`src/sv/pdmt_pkg.sv`:
```
// shared constants and types of the pulse distance manchester transmitter
`default_nettype none

package pdmt_pkg;

   // default frame layout
   localparam int IdBitsDefault    = 14;
   localparam int TypeBitsDefault  = 4;
   localparam int ValueBitsDefault = 30;

   // timing and register widths
   localparam int DurBits     = 16;
   localparam int RepeatBits  = 8;
   localparam int CsrIdxBits  = 3;
   localparam int CsrDataBits = 32;

   // register indexes
   localparam logic [CsrIdxBits-1:0] CsrNodeId    = 3'd0;
   localparam logic [CsrIdxBits-1:0] CsrRepeat    = 3'd1;
   localparam logic [CsrIdxBits-1:0] CsrHighTicks = 3'd2;
   localparam logic [CsrIdxBits-1:0] CsrShortLow  = 3'd3;
   localparam logic [CsrIdxBits-1:0] CsrLongLow   = 3'd4;
   localparam logic [CsrIdxBits-1:0] CsrStopLow   = 3'd5;

   // register reset values
   localparam logic [DurBits-1:0] HighTicksReset = 16'd506;
   localparam logic [DurBits-1:0] ShortLowReset  = 16'd2024;
   localparam logic [DurBits-1:0] LongLowReset   = 16'd4301;
   localparam logic [DurBits-1:0] StopLowReset   = 16'd8602;

   // operation codes
   localparam logic OpStart = 1'b0;
   localparam logic OpTick  = 1'b1;

   typedef struct packed {
      logic [RepeatBits-1:0] repeat_count;
      logic [DurBits-1:0]    high_ticks;
      logic [DurBits-1:0]    short_low_ticks;
      logic [DurBits-1:0]    long_low_ticks;
      logic [DurBits-1:0]    stop_low_ticks;
   } timing_cfg_type;

endpackage

`default_nettype wire

```
`src/sv/pdmt_if.sv`:
```
// channel interfaces of the pulse distance manchester transmitter
`default_nettype none

interface pdmt_req_if #(
   parameter int TYPE_BITS  = 4,
   parameter int VALUE_BITS = 30
);
   logic                  valid;
   logic                  ready;
   logic                  operation;
   logic [TYPE_BITS-1:0]  frame_type;
   logic [VALUE_BITS-1:0] value_magnitude;
   logic                  positive_flag;

   modport source (output valid, output operation, output frame_type,
                   output value_magnitude, output positive_flag, input ready);
   modport sink   (input valid, input operation, input frame_type,
                   input value_magnitude, input positive_flag, output ready);
endinterface

interface pdmt_rsp_if;
   logic valid;
   logic ready;
   logic pin_level;
   logic busy_res;
   logic start_rejected;
   logic burst_done;

   modport source (output valid, output pin_level, output busy_res,
                   output start_rejected, output burst_done, input ready);
   modport sink   (input valid, input pin_level, input busy_res,
                   input start_rejected, input burst_done, output ready);
endinterface

interface pdmt_csr_if #(
   parameter int IDX_BITS  = 3,
   parameter int DATA_BITS = 32
);
   logic                 valid;
   logic                 ready;
   logic [IDX_BITS-1:0]  index;
   logic [DATA_BITS-1:0] data;

   modport source (output valid, output index, output data, input ready);
   modport sink   (input valid, input index, input data, output ready);
endinterface

`default_nettype wire

```
`src/sv/pdmt_csr.sv`:
```
// configuration registers of the pulse distance manchester transmitter
`default_nettype none

module pdmt_csr
   import pdmt_pkg::*;
#(
   parameter int ID_BITS = IdBitsDefault
) (
   input  wire logic               clock,
   input  wire logic               reset,
   pdmt_csr_if.sink                csr_ch,
   output      logic [ID_BITS-1:0] node_id,
   output      timing_cfg_type     timing_cfg
);

   logic [ID_BITS-1:0] node_id_ff;
   timing_cfg_type     cfg_ff;

   assign csr_ch.ready = 1'b1;
   assign node_id      = node_id_ff;
   assign timing_cfg   = cfg_ff;

   always_ff @(posedge clock) begin
      if (reset) begin
         node_id_ff             <= '0;
         cfg_ff.repeat_count    <= '0;
         cfg_ff.high_ticks      <= HighTicksReset;
         cfg_ff.short_low_ticks <= ShortLowReset;
         cfg_ff.long_low_ticks  <= LongLowReset;
         cfg_ff.stop_low_ticks  <= StopLowReset;
      end else if (csr_ch.valid) begin
         unique case (csr_ch.index)
            CsrNodeId:    node_id_ff <= csr_ch.data[ID_BITS-1:0];
            CsrRepeat:    cfg_ff.repeat_count <= csr_ch.data[RepeatBits-1:0];
            CsrHighTicks: cfg_ff.high_ticks <= csr_ch.data[DurBits-1:0];
            CsrShortLow:  cfg_ff.short_low_ticks <= csr_ch.data[DurBits-1:0];
            CsrLongLow:   cfg_ff.long_low_ticks <= csr_ch.data[DurBits-1:0];
            CsrStopLow:   cfg_ff.stop_low_ticks <= csr_ch.data[DurBits-1:0];
            default: ;
         endcase
      end
   end

endmodule

`default_nettype wire

```
`src/sv/pdmt_core.sv`:
```
// frame sequencer and result register of the pulse distance manchester transmitter
`default_nettype none

module pdmt_core
   import pdmt_pkg::*;
#(
   parameter int ID_BITS    = IdBitsDefault,
   parameter int TYPE_BITS  = TypeBitsDefault,
   parameter int VALUE_BITS = ValueBitsDefault
) (
   input  wire logic               clock,
   input  wire logic               reset,
   pdmt_req_if.sink                req_ch,
   pdmt_rsp_if.source              rsp_ch,
   input  wire logic [ID_BITS-1:0] node_id,
   input  wire timing_cfg_type     timing_cfg
);

   localparam int FrameLen   = ID_BITS + TYPE_BITS + 1 + VALUE_BITS;
   localparam int StopSymbol = 2 * FrameLen;
   localparam int SymBits    = $clog2(StopSymbol + 1);
   localparam logic [SymBits-1:0] StopIdx = SymBits'(StopSymbol);

   // burst state
   logic                  active_ff, active_in;
   logic [FrameLen-1:0]   frame_ff, frame_in;
   logic [RepeatBits-1:0] frames_left_ff, frames_left_in;
   logic [SymBits-1:0]    symbol_ff, symbol_in;
   logic                  low_ff, low_in;
   logic [DurBits-1:0]    tick_ff, tick_in;

   // result register
   logic rsp_valid_ff, rsp_valid_in;
   logic pin_ff, pin_in;
   logic busy_ff, busy_in;
   logic rej_ff, rej_in;
   logic done_ff, done_in;

   logic               accept;
   logic               at_stop;
   logic               sym_val;
   logic [DurBits-1:0] dur;
   logic [DurBits-1:0] tick_inc;
   logic               expire;

   assign req_ch.ready = !rsp_valid_ff || rsp_ch.ready;
   assign accept       = req_ch.valid && req_ch.ready;

   // current bit sits at the top of the rotating frame register
   assign at_stop  = symbol_ff >= StopIdx;
   assign sym_val  = frame_ff[FrameLen-1] ^ symbol_ff[0];
   assign tick_inc = tick_ff + DurBits'(1);
   assign expire   = tick_inc >= dur;

   always_comb begin
      priority if (!low_ff) dur = timing_cfg.high_ticks;
      else if (at_stop)     dur = timing_cfg.stop_low_ticks;
      else if (sym_val)     dur = timing_cfg.short_low_ticks;
      else                  dur = timing_cfg.long_low_ticks;
   end

   always_comb begin
      active_in      = active_ff;
      frame_in       = frame_ff;
      frames_left_in = frames_left_ff;
      symbol_in      = symbol_ff;
      low_in         = low_ff;
      tick_in        = tick_ff;
      pin_in         = pin_ff;
      rej_in         = rej_ff;
      done_in        = done_ff;
      busy_in        = busy_ff;
      rsp_valid_in   = rsp_valid_ff && !rsp_ch.ready;

      if (accept) begin
         rsp_valid_in = 1'b1;
         pin_in       = 1'b0;
         rej_in       = 1'b0;
         done_in      = 1'b0;
         if (req_ch.operation == OpStart) begin
            if (active_ff) begin
               rej_in = 1'b1;
               pin_in = !low_ff;
            end else begin
               frame_in       = {node_id, req_ch.frame_type, req_ch.positive_flag,
                                 req_ch.value_magnitude};
               frames_left_in = timing_cfg.repeat_count;
               symbol_in      = '0;
               low_in         = 1'b0;
               tick_in        = '0;
               active_in      = 1'b1;
               pin_in         = 1'b1;
            end
         end else if (active_ff) begin
            pin_in  = !low_ff;
            tick_in = expire ? '0 : tick_inc;
            if (expire) begin
               if (!low_ff) begin
                  low_in = 1'b1;
               end else begin
                  low_in = 1'b0;
                  if (at_stop) begin
                     symbol_in = '0;
                     if (frames_left_ff == '0) begin
                        active_in = 1'b0;
                        done_in   = 1'b1;
                     end else begin
                        frames_left_in = frames_left_ff - RepeatBits'(1);
                     end
                  end else begin
                     symbol_in = symbol_ff + SymBits'(1);
                     // second half of a bit done: bring up the next bit
                     if (symbol_ff[0]) begin
                        frame_in = {frame_ff[FrameLen-2:0], frame_ff[FrameLen-1]};
                     end
                  end
               end
            end
         end
         busy_in = active_in;
      end
   end

   always_ff @(posedge clock) begin
      if (reset) begin
         active_ff      <= 1'b0;
         frames_left_ff <= '0;
         symbol_ff      <= '0;
         low_ff         <= 1'b0;
         tick_ff        <= '0;
         rsp_valid_ff   <= 1'b0;
      end else begin
         active_ff      <= active_in;
         frames_left_ff <= frames_left_in;
         symbol_ff      <= symbol_in;
         low_ff         <= low_in;
         tick_ff        <= tick_in;
         rsp_valid_ff   <= rsp_valid_in;
      end
   end

   always_ff @(posedge clock) begin
      frame_ff <= frame_in;
      pin_ff   <= pin_in;
      busy_ff  <= busy_in;
      rej_ff   <= rej_in;
      done_ff  <= done_in;
   end

   assign rsp_ch.valid          = rsp_valid_ff;
   assign rsp_ch.pin_level      = pin_ff;
   assign rsp_ch.busy_res       = busy_ff;
   assign rsp_ch.start_rejected = rej_ff;
   assign rsp_ch.burst_done     = done_ff;

endmodule

`default_nettype wire

```
`src/sv/pulse_distance_manchester_transmitter.sv`:
```
// top level of the pulse distance manchester transmitter
//
//   channel  dir  payload                                             transfer when
//   req_ch   in   operation, frame_type, value_magnitude, positive    valid && ready
//   rsp_ch   out  pin_level, busy_res, start_rejected, burst_done     valid && ready
//   csr_ch   in   index (register number), data                       valid && ready
//
// every request gives exactly one response, in the cycle after its transfer
// a new request is taken every cycle while no response stalls; the tick counter
// compare and frame bit select sit between burst state and response register
// req_ch.ready is low only while a response waits and rsp_ch.ready is low
// synchronous reset clears the burst state and loads the register defaults
// csr_ch is always ready; its writes take effect on the next cycle
`default_nettype none

module pulse_distance_manchester_transmitter
   import pdmt_pkg::*;
#(
   parameter int ID_BITS    = IdBitsDefault,
   parameter int TYPE_BITS  = TypeBitsDefault,
   parameter int VALUE_BITS = ValueBitsDefault
) (
   input wire logic   clock,
   input wire logic   reset,
   pdmt_req_if.sink   req_ch,
   pdmt_rsp_if.source rsp_ch,
   pdmt_csr_if.sink   csr_ch
);

   // live configuration; node id and repeat count are latched on an accepted start
   logic [ID_BITS-1:0] node_id;
   timing_cfg_type     timing_cfg;

   pdmt_csr #(
      .ID_BITS (ID_BITS)
   ) u_csr (
      .clock      (clock),
      .reset      (reset),
      .csr_ch     (csr_ch),
      .node_id    (node_id),
      .timing_cfg (timing_cfg)
   );

   // sequencer: symbol index, high/low phase, tick counter, repeat count
   pdmt_core #(
      .ID_BITS    (ID_BITS),
      .TYPE_BITS  (TYPE_BITS),
      .VALUE_BITS (VALUE_BITS)
   ) u_core (
      .clock      (clock),
      .reset      (reset),
      .req_ch     (req_ch),
      .rsp_ch     (rsp_ch),
      .node_id    (node_id),
      .timing_cfg (timing_cfg)
   );

endmodule

`default_nettype wire

```
`src/flat_wrapper.sv`:
```
// flat-port wrapper written by rule: the top's interface ports become plain ports
module pulse_distance_manchester_transmitter_flat import pdmt_pkg::*;
#(
   parameter int ID_BITS    = IdBitsDefault,
   parameter int TYPE_BITS  = TypeBitsDefault,
   parameter int VALUE_BITS = ValueBitsDefault
)
  (clock, reset, req_ch_valid, req_ch_operation, req_ch_frame_type, req_ch_value_magnitude, req_ch_positive_flag, req_ch_ready, rsp_ch_valid, rsp_ch_pin_level, rsp_ch_busy_res, rsp_ch_start_rejected, rsp_ch_burst_done, rsp_ch_ready, csr_ch_valid, csr_ch_index, csr_ch_data, csr_ch_ready);
  pdmt_req_if #(.TYPE_BITS(TYPE_BITS), .VALUE_BITS(VALUE_BITS)) req_ch_i ();
  pdmt_rsp_if rsp_ch_i ();
  pdmt_csr_if #(.IDX_BITS(CsrIdxBits), .DATA_BITS(CsrDataBits)) csr_ch_i ();
  input wire logic clock;
  input wire logic reset;
  input wire logic [$bits(req_ch_i.valid)-1:0] req_ch_valid;
  input wire logic [$bits(req_ch_i.operation)-1:0] req_ch_operation;
  input wire logic [$bits(req_ch_i.frame_type)-1:0] req_ch_frame_type;
  input wire logic [$bits(req_ch_i.value_magnitude)-1:0] req_ch_value_magnitude;
  input wire logic [$bits(req_ch_i.positive_flag)-1:0] req_ch_positive_flag;
  output wire logic [$bits(req_ch_i.ready)-1:0] req_ch_ready;
  output wire logic [$bits(rsp_ch_i.valid)-1:0] rsp_ch_valid;
  output wire logic [$bits(rsp_ch_i.pin_level)-1:0] rsp_ch_pin_level;
  output wire logic [$bits(rsp_ch_i.busy_res)-1:0] rsp_ch_busy_res;
  output wire logic [$bits(rsp_ch_i.start_rejected)-1:0] rsp_ch_start_rejected;
  output wire logic [$bits(rsp_ch_i.burst_done)-1:0] rsp_ch_burst_done;
  input wire logic [$bits(rsp_ch_i.ready)-1:0] rsp_ch_ready;
  input wire logic [$bits(csr_ch_i.valid)-1:0] csr_ch_valid;
  input wire logic [$bits(csr_ch_i.index)-1:0] csr_ch_index;
  input wire logic [$bits(csr_ch_i.data)-1:0] csr_ch_data;
  output wire logic [$bits(csr_ch_i.ready)-1:0] csr_ch_ready;
  assign req_ch_i.valid = req_ch_valid;
  assign req_ch_i.operation = req_ch_operation;
  assign req_ch_i.frame_type = req_ch_frame_type;
  assign req_ch_i.value_magnitude = req_ch_value_magnitude;
  assign req_ch_i.positive_flag = req_ch_positive_flag;
  assign req_ch_ready = req_ch_i.ready;
  assign rsp_ch_valid = rsp_ch_i.valid;
  assign rsp_ch_pin_level = rsp_ch_i.pin_level;
  assign rsp_ch_busy_res = rsp_ch_i.busy_res;
  assign rsp_ch_start_rejected = rsp_ch_i.start_rejected;
  assign rsp_ch_burst_done = rsp_ch_i.burst_done;
  assign rsp_ch_i.ready = rsp_ch_ready;
  assign csr_ch_i.valid = csr_ch_valid;
  assign csr_ch_i.index = csr_ch_index;
  assign csr_ch_i.data = csr_ch_data;
  assign csr_ch_ready = csr_ch_i.ready;
  pulse_distance_manchester_transmitter #(.ID_BITS(ID_BITS), .TYPE_BITS(TYPE_BITS), .VALUE_BITS(VALUE_BITS)) u_core (.clock(clock), .reset(reset), .req_ch(req_ch_i), .rsp_ch(rsp_ch_i), .csr_ch(csr_ch_i));
endmodule
```
`config.mk`:
```
export PLATFORM = sky130hd
export DESIGN_NAME = pulse_distance_manchester_transmitter_flat
export DESIGN_NICKNAME = d
export VERILOG_FILES = /design/src/sv/pdmt_pkg.sv /design/src/sv/pdmt_if.sv /design/src/sv/pdmt_csr.sv /design/src/sv/pdmt_core.sv /design/src/sv/pulse_distance_manchester_transmitter.sv /design/src/flat_wrapper.sv
export SDC_FILE = /design/constraint.sdc
export NUM_CORES = 1
export LEC_CHECK = 0
export BUFFER_PORTS_ARGS = -buffer_cell sky130_fd_sc_hd__buf_2
export CORE_MARGIN = 2
export CORE_UTILIZATION = 45
export DETAILED_ROUTE_END_ITERATION = 6
export GPL_ROUTABILITY_DRIVEN = 0
export RECOVER_POWER = 100
export SLEW_MARGIN = 20
export SYNTH_ARGS = -nofsm -noshare
export SYNTH_HDL_FRONTEND = slang
export SYNTH_SLANG_ARGS = --single-unit
```
`constraint.sdc`:
```
create_clock -name clock -period 5.5 [get_ports clock]
set_input_delay 1.1 -clock clock [delete_from_list [all_inputs] [get_ports clock]]
set_output_delay 1.1 -clock clock [all_outputs]
set_load 0.05 [all_outputs]
```
==> results.tsv, run 1 <==
stage	metric	value	unit
placement	hpwl dp	11600	um
grt	grt total ovfl	0	
placement	IO buf count	65	
sta	Worst Tran Pin Value	4.25	ns
detailed_routing	total wire length	18500	um
grt	first-pass GRT wire length	30400	um
synthesis	warnings from Yosys	0	
clocking	post-CTS sizing	0	
worst_hold_path	hold_sp	u_core.u_csr.timing_cfg[2]	
clocking	Worst-Skew Late Latency	0.43	ns
power	post-layout power	2950	uW
layout	commonest non-fill, non-tap cells in the layout	222 x nand2_1, 120 x dfxtp_1, 87 x a21oi_1	
floorplan	Initial Utilization	45.5	%
synthesis	Synth Instances	864	
detailed_routing	First-pass DRT Iterations	5	
grt	largest net degree at the start of global routing	91	
setup_path	crit path from	u_core.u_core.symbol_ff[0]	
setup_path	crit end category	flop	
run_status	failing checks	capacitance limit, slew limit	
layout	final cell count without fillers	1153	
job	Max-Cap Viols	1	
detailed_routing	Detail Route Antenna Nets	0	
setup_path	Worst R2R Start	u_core.u_core.symbol_ff[0]	
setup_path	Reg-to-Reg End	u_core.u_core.tick_ff[0]	
setup_path	critical path endpoint	u_core.u_core.tick_ff[0]	
detailed_routing	DR vias/cell	5.41	
power	Worst VDD drop	0.223	mV
sta	Final Hold Vio Count	0	
synthesis	Async SR Flop Fraction	0	%
clocking	CTS H-tree depth	4	
sta	unrepaired setup endpoints after global routing	no	
synthesis	top_reg_cell synth	dfxtp_1	
setup_path	worst r2r path cells	14	
setup_path	worst path required time	5.82	ns
synthesis	flops & latches, synth	173	
run_status	status	finished with violations	
synthesis	register area share after synthesis	49.2	%
clocking	Post-CTS Setup Inserts	0	
floorplan	core area	17800	um^2
sta	crit share post-route	87.6	%
clocking	Worst-path clk slew	0.07	ns
floorplan	die height	138	um
layout	most common cell after layout, fill and taps aside	nand2_1	
clocking	# hold bufs at CTS	0	
power	Leak Pwr	0.00350	uW
worst_hold_path	HP Class	flop to flop	
floorplan	die span in x	138	um
synthesis	Mapped Nets	963	
layout	Area Growth Syn to Fin	13.9	%
detailed_routing	WL per Instance	16.1	um
layout	Fill cells	1684	
setup_path	FF-to-FF setup slack	0.68	ns
setup_path	crit path kind	flop to flop	
clocking	CTS tree	yes	
grt	gr usage total	19.6	%
floorplan	Rows	49	
clocking	CTS Buf Count	17	
layout	Antenna Cells	0	
sta	Clock Skew	0.0109	ns
sta	# setup viols final	0	
synthesis	distinct cell type count after synthesis	58	
grt	vias in the first global route	5879	
detailed_routing	DR DRC count	0	
detailed_routing	via count	6236	
clocking	Clock Tree Buf Depth	2	
layout	share of cells above drive strength 1	16.9	%
layout	final design utilization	51.8	%
layout	Nets	1010	
power	PD cells	319	nW/um^2
clocking	clock sinks	173	
synthesis	synthesized area per cell	9.40	um^2
setup_path	arrival time worst endpoint	5.14	ns
sta	fin crit period	4.82	ns
sta	max-slew violation count	91	
clocking	clock root cell	clkbuf_16	
setup_path	startpoint types	flop	
sta	Fmax	0.207	GHz
floorplan	Ports	83	
detailed_routing	Initial DRC Count	465	
sta	setup TNS	0	ns
grt	initial antenna violation count	1	
sta	slew margin rel.	-183	%
synthesis	number of synthesized flops with an enable pin	53	
placement	Inst Count DP	1121	
floorplan	Die Area	19100	um^2
setup_path	Crit Path Max Fanout	28	
synthesis	Post-Syn Area	8120	um^2
-- per-stage QoR --
stage          hold WS [ns]  setup WS [ns]  cell area [um^2]
2_1_floorplan         0.434          0.824              8120
3_3_place_gp          0.441          0.910              8640
3_5_place_dp          0.446          0.871              8640
4_1_cts               0.455          0.859              9280
5_1_grt               0.467          0.293              9240
6_report              0.454          0.680              9240
-- flip-flops by register name (all words and copies together) (netlist names) --
| name | cells |
|---|---|
| u_core.u_csr.node_id | 14 |
| u_core.u_core.rsp_ch.start_rejected | 1 |
| u_core.u_core.rsp_ch.busy_res | 1 |
| u_core.u_core.rsp_ch.valid | 1 |
| u_core.u_core.active_ff | 1 |
| u_core.u_core.frames_left_ff | 8 |
| u_core.u_csr.timing_cfg | 72 |
| u_core.u_core.symbol_ff | 7 |
| u_core.u_core.tick_ff | 16 |
| u_core.u_core.rsp_ch.pin_level | 1 |
| u_core.u_core.low_ff | 1 |
| u_core.u_core.frame_ff | 49 |
| u_core.u_core.rsp_ch.burst_done | 1 |
-- metal layers --
metal  vias to the layer above  GRT usage (%)  share of wire [%]
met4                         2           5.37                1.2
met5                         -              0              0.070
met3                        20           3.60                4.1
met2                       130           31.1                 46
met1                      2944           27.7                 49
li1                       3140              -                  -
-- cells by family (layout without fill, tap and decap cells) --
group,Yosys count,after routing,synth area share [%]
AND/OR/NAND/NOR,345,345,18.8
adder cells (fa/ha/maj),23,23,3.55
buffers and inverters,63,123,3.16
XOR/XNOR,15,15,1.62
multiplexers,86,86,11.4
flip-flops,173,173,49.2
AO/OA/AOI/OAI,158,158,12.2
other,1,1,0.0462
-- power by group --
| part | internal [uW] | switching [uW] |
|---|---|---|
| clock | 786 | 535 |
| combinational | 96.3 | 150 |
| sequential | 1360 | 20.8 |
| total | 2250 | 706 |
-- critical path, stage by stage (launching register included) --
cell and delay, ns:
dfxtp_1 0.47, inv_1 0.10, ha_1 0.19, or4_1 0.44, o211a_1 0.58, clkbuf_1 0.30, o21ai_0 0.17, mux2_2 0.16
ha_1 0.21, nand2b_1 0.14, a2111o_1 0.45, a31oi_4 0.24, nand4_1 0.63, mux2_2 0.54, nor2_1 0.09
-- how the worst min path moves through the flow --
stage                                  end  slack, ns  depth (start not counted)
2_1_floorplan      u_core.u_csr.node_id[0]       0.43                          2
3_3_place_gp   u_core.u_csr.timing_cfg[29]       0.44                          2
4_1_cts        u_core.u_csr.timing_cfg[33]       0.46                          2
6_report        u_core.u_csr.timing_cfg[2]       0.45                          2
5_1_grt            u_core.u_csr.node_id[2]       0.47                          2
3_5_place_dp   u_core.u_csr.timing_cfg[33]       0.45                          2
-- final cells by class --
cell class | count | area, um^2 | area share (%)
tap | 229 | 287 | 3.10
timing repair buffer | 77 | 408 | 4.41
multi-input combinational | 628 | 3860 | 41.7
inverter | 14 | 52.6 | 0.569
sequential | 173 | 3990 | 43.2
clock inverter | 13 | 203 | 2.19
clock buffer | 19 | 443 | 4.79
-- synth_stat cells (2+ instances only) --
cell type	n	area, um^2
nand2_1	222	833
dfxtp_1	120	2400
a21oi_1	87	435
edfxtp_1	53	1590
mux2_2	51	574
nand3_1	38	190
mux2i_1	35	350
clkbuf_1	33	124
ha_1	23	288
o21ai_0	23	115
nor2_1	22	82.6
nand2b_1	14	87.6
inv_1	12	45.0
and3_1	11	68.8
buf_1	11	41.3
xnor2_1	11	96.3
nand4_1	7	43.8
nor3_1	6	30.0
o211ai_1	6	45.0
a211oi_1	5	37.5
a32o_1	5	50.1
nor4_1	5	31.3
o32ai_1	5	43.8
and4_1	4	35.0
nor3b_1	4	30.0
xor2_1	4	35.0
and2_1	3	18.8
buf_4	3	22.5
o211a_1	3	30.0
o31ai_1	3	22.5
or2_2	3	18.8
a2bb2oi_1	2	17.5
a311oi_1	2	17.5
clkinv_1	2	7.51
o221a_2	2	22.5
or3_1	2	12.5
Power figures use the tool's default switching activity.
==> run 2, diff against run 1 <==
BUFFER_PORTS_ARGS = -buffer_cell sky130_fd_sc_hd__buf_4   (was -buffer_cell sky130_fd_sc_hd__buf_2)
==> run 2 against run 1 <==
Net effect: the flow still finishes with violations (capacitance limit, slew limit); non-clock buffer count decreased by 2; count of clock-buffer cells in the layout unchanged; utilization increased by 0.32 points; hold slack got worse by 0.0011 ns; power decreased by 5.2%; combinational power increased by 6%; fmax increased by 2.9%; clock skew decreased by 0.0014 ns; cell count decreased by 0.17%; setup slack improved by 0.14 ns; flip-flop and latch count unchanged; sequential share of layout area decreased by 0.27 points.
==> results.tsv, run 2 (synthesis gave the netlist of run 1 again) <==
stage	metric	value	unit	change
clocking	CTS tree	yes		
setup_path	Reg-to-Reg End	u_core.u_core.frames_left_ff[7]		
power	PD cells	301	nW/um^2	-5.8%
floorplan	Die Area	19100	um^2	unchanged
clocking	CTS H-tree depth	4		unchanged
clocking	Post-CTS Setup Inserts	0		unchanged
grt	vias in the first global route	5703		-3.0%
layout	Area Growth Syn to Fin	14.6	%	
layout	max FFs per register	72		unchanged
run_status	failing checks	capacitance limit, slew limit		
floorplan	Ports	83		unchanged
detailed_routing	First-pass DRT Iterations	5		unchanged
clocking	# hold bufs at CTS	0		unchanged
clocking	Clock Tree Buf Depth	2		unchanged
grt	largest net degree at the start of global routing	92		+1.1%
sta	crit share post-route	85.2	%	-2.5 points
clocking	clock root cell	clkbuf_16		
power	Leak Pwr	0.00350	uW	about the same
layout	share of cells above drive strength 1	16.7	%	-0.18 points
setup_path	crit end category	flop		
grt	initial antenna violation count	0		-1
layout	most common cell after layout, fill and taps aside	nand2_1		
placement	DP Worst Slack	0.833	ns	-0.0379 ns
setup_path	Crit Path Max Fanout	34		+21%
setup_path	Worst R2R Start	u_core.u_core.symbol_ff[0]		
layout	commonest non-fill, non-tap cells in the layout	222 x nand2_1, 120 x dfxtp_1, 87 x a21oi_1		
sta	unrepaired setup endpoints after global routing	no		
worst_hold_path	WHS Endpoint	u_core.u_csr.timing_cfg[60]		
detailed_routing	DR vias/cell	5.41		about the same
grt	first-pass GRT wire length	29700	um	-2.1%
floorplan	Initial Utilization	45.5	%	unchanged
setup_path	Crit path largest cell delay	0.62	ns	about the same
detailed_routing	total wire length	18400	um	-0.69%
sta	Hold Slack	0.453	ns	-0.00106 ns
layout	Design Area, Final	9300	um^2	+0.62%
sta	Clock Skew	0.00953	ns	-0.00135 ns
floorplan	die span in x	138	um	unchanged
detailed_routing	DR DRC count	0		unchanged
detailed_routing	WL per Instance	16.0	um	-0.52%
worst_hold_path	HP Class	flop to flop		
setup_path	worst r2r path cells	13		-1
floorplan	die height	138	um	unchanged
layout	Nets	1008		-0.20%
sta	# setup viols final	0		unchanged
sta	Worst Tran Pin Value	3.42	ns	-0.831 ns
setup_path	arrival time worst endpoint	5.02	ns	-0.12 ns
placement	DP Area	8780	um^2	+1.7%
clocking	clock sinks	173		unchanged
clocking	Worst-Skew Late Latency	0.43	ns	about the same
setup_path	cell family with most CP delay	compound AO/OA/AOI/OAI gates		
sta	setup TNS	0	ns	unchanged
worst_hold_path	Cells on Worst Hold Path	2		unchanged
clocking	CTS Buf Count	17		unchanged
grt	gr usage total	19.3	%	-0.28 points
run_status	status	finished with violations		
setup_path	most frequent CP cell	ha_1		
layout	Antenna Cells	0		unchanged
setup_path	crit-path cells	inv_1 -> ha_1 -> or4_1 -> o211a_1 -> o21ai_0 -> mux2i_1 -> ha_1 -> nand4_1 -> or3_1 -> and3_1 -> a21boi_0 -> o21ai_2 -> o32ai_1		
sta	max-slew violation count	107		+18%
setup_path	crit path kind	flop to flop		
grt	grt total ovfl	0		unchanged
sta	slew margin rel.	-128	%	+55 points
setup_path	worst path required time	5.84	ns	+0.02 ns
power	Worst VDD drop	0.212	mV	-4.9%
floorplan	core area	17800	um^2	unchanged
detailed_routing	Detail Route Antenna Nets	0		unchanged
detailed_routing	Initial DRC Count	516		+11%
floorplan	Rows	49		unchanged
clocking	post-CTS sizing	0		unchanged
detailed_routing	via count	6226		-0.16%
sta	Fmax	0.213	GHz	+2.9%
setup_path	worst path bufs/invs	1		-1
job	Max-Cap Viols	2		+1
sta	Worst Setup Slack, final	0.816	ns	+0.136 ns
setup_path	FF-to-FF setup slack	0.82	ns	+0.14 ns
sta	Final Hold Vio Count	0		unchanged
sta	fin crit period	4.68	ns	-0.136 ns
setup_path	critical path's slowest cell	o211a_1		
placement	IO buf count	65		unchanged
placement	hpwl dp	11900	um	+2.0%
worst_hold_path	hold_sp	u_core.u_csr.timing_cfg[60]		
clocking	Worst-path clk slew	0.07	ns	about the same
setup_path	startpoint types	flop		
power	post-layout power	2800	uW	-5.2%
run 2: layout make-up:
class	count	area (um^2)
multi-input combinational	628	3870
tap	229	287
inverter	14	52.6
timing repair buffer	75	534
fill	1699	8540
clock inverter	13	123
clock buffer	19	443
sequential	173	3990
run 2: worst max-delay path by stage:
stage                                          start                         endpoint  slack (ns)  cells after the start
after global routing                req_ch_operation         u_core.u_core.tick_ff[0]        0.31                      5
after detailed placement  u_core.u_core.symbol_ff[0]       u_core.u_core.frame_ff[22]        0.83                     14
after global placement    u_core.u_core.symbol_ff[0]       u_core.u_core.frame_ff[42]        0.88                     14
after CTS                 u_core.u_core.symbol_ff[0]       u_core.u_core.frame_ff[18]        0.82                     14
final                     u_core.u_core.symbol_ff[0]  u_core.u_core.frames_left_ff[7]        0.82                     13
after floorplan           u_core.u_core.symbol_ff[0]        u_core.u_core.frame_ff[0]        0.82                     14
run 2: worst min-delay path, stage by stage (launching register included):
cell and delay (ns):
dfxtp_1 0.31, nand2_1 0.05, a21oi_1 0.05
run 2: routing by layer:
metal  up-vias  wire length, um  GRT usage, %
li1       3147                -             -
met1      2928             9050          27.8
met2       135             8380          30.1
met3        16              787          3.74
met4         0              173          4.89
met5         -                0             0
run 2: through the flow:
stage	utilization (%)	cells
after floorplan	-	864
after detailed placement	49.2	1119
after global placement	49.2	1119
after CTS	52.4	1151
after global routing	52.1	1151
final	52.1	1151
run 2: where the power goes:
group          internal (uW)  leakage (uW)  total, uW  switching (uW)
logic                    110       0.00176        261             151
registers               1360       0.00146       1380            20.9
clock network            610      0.000277       1150             542
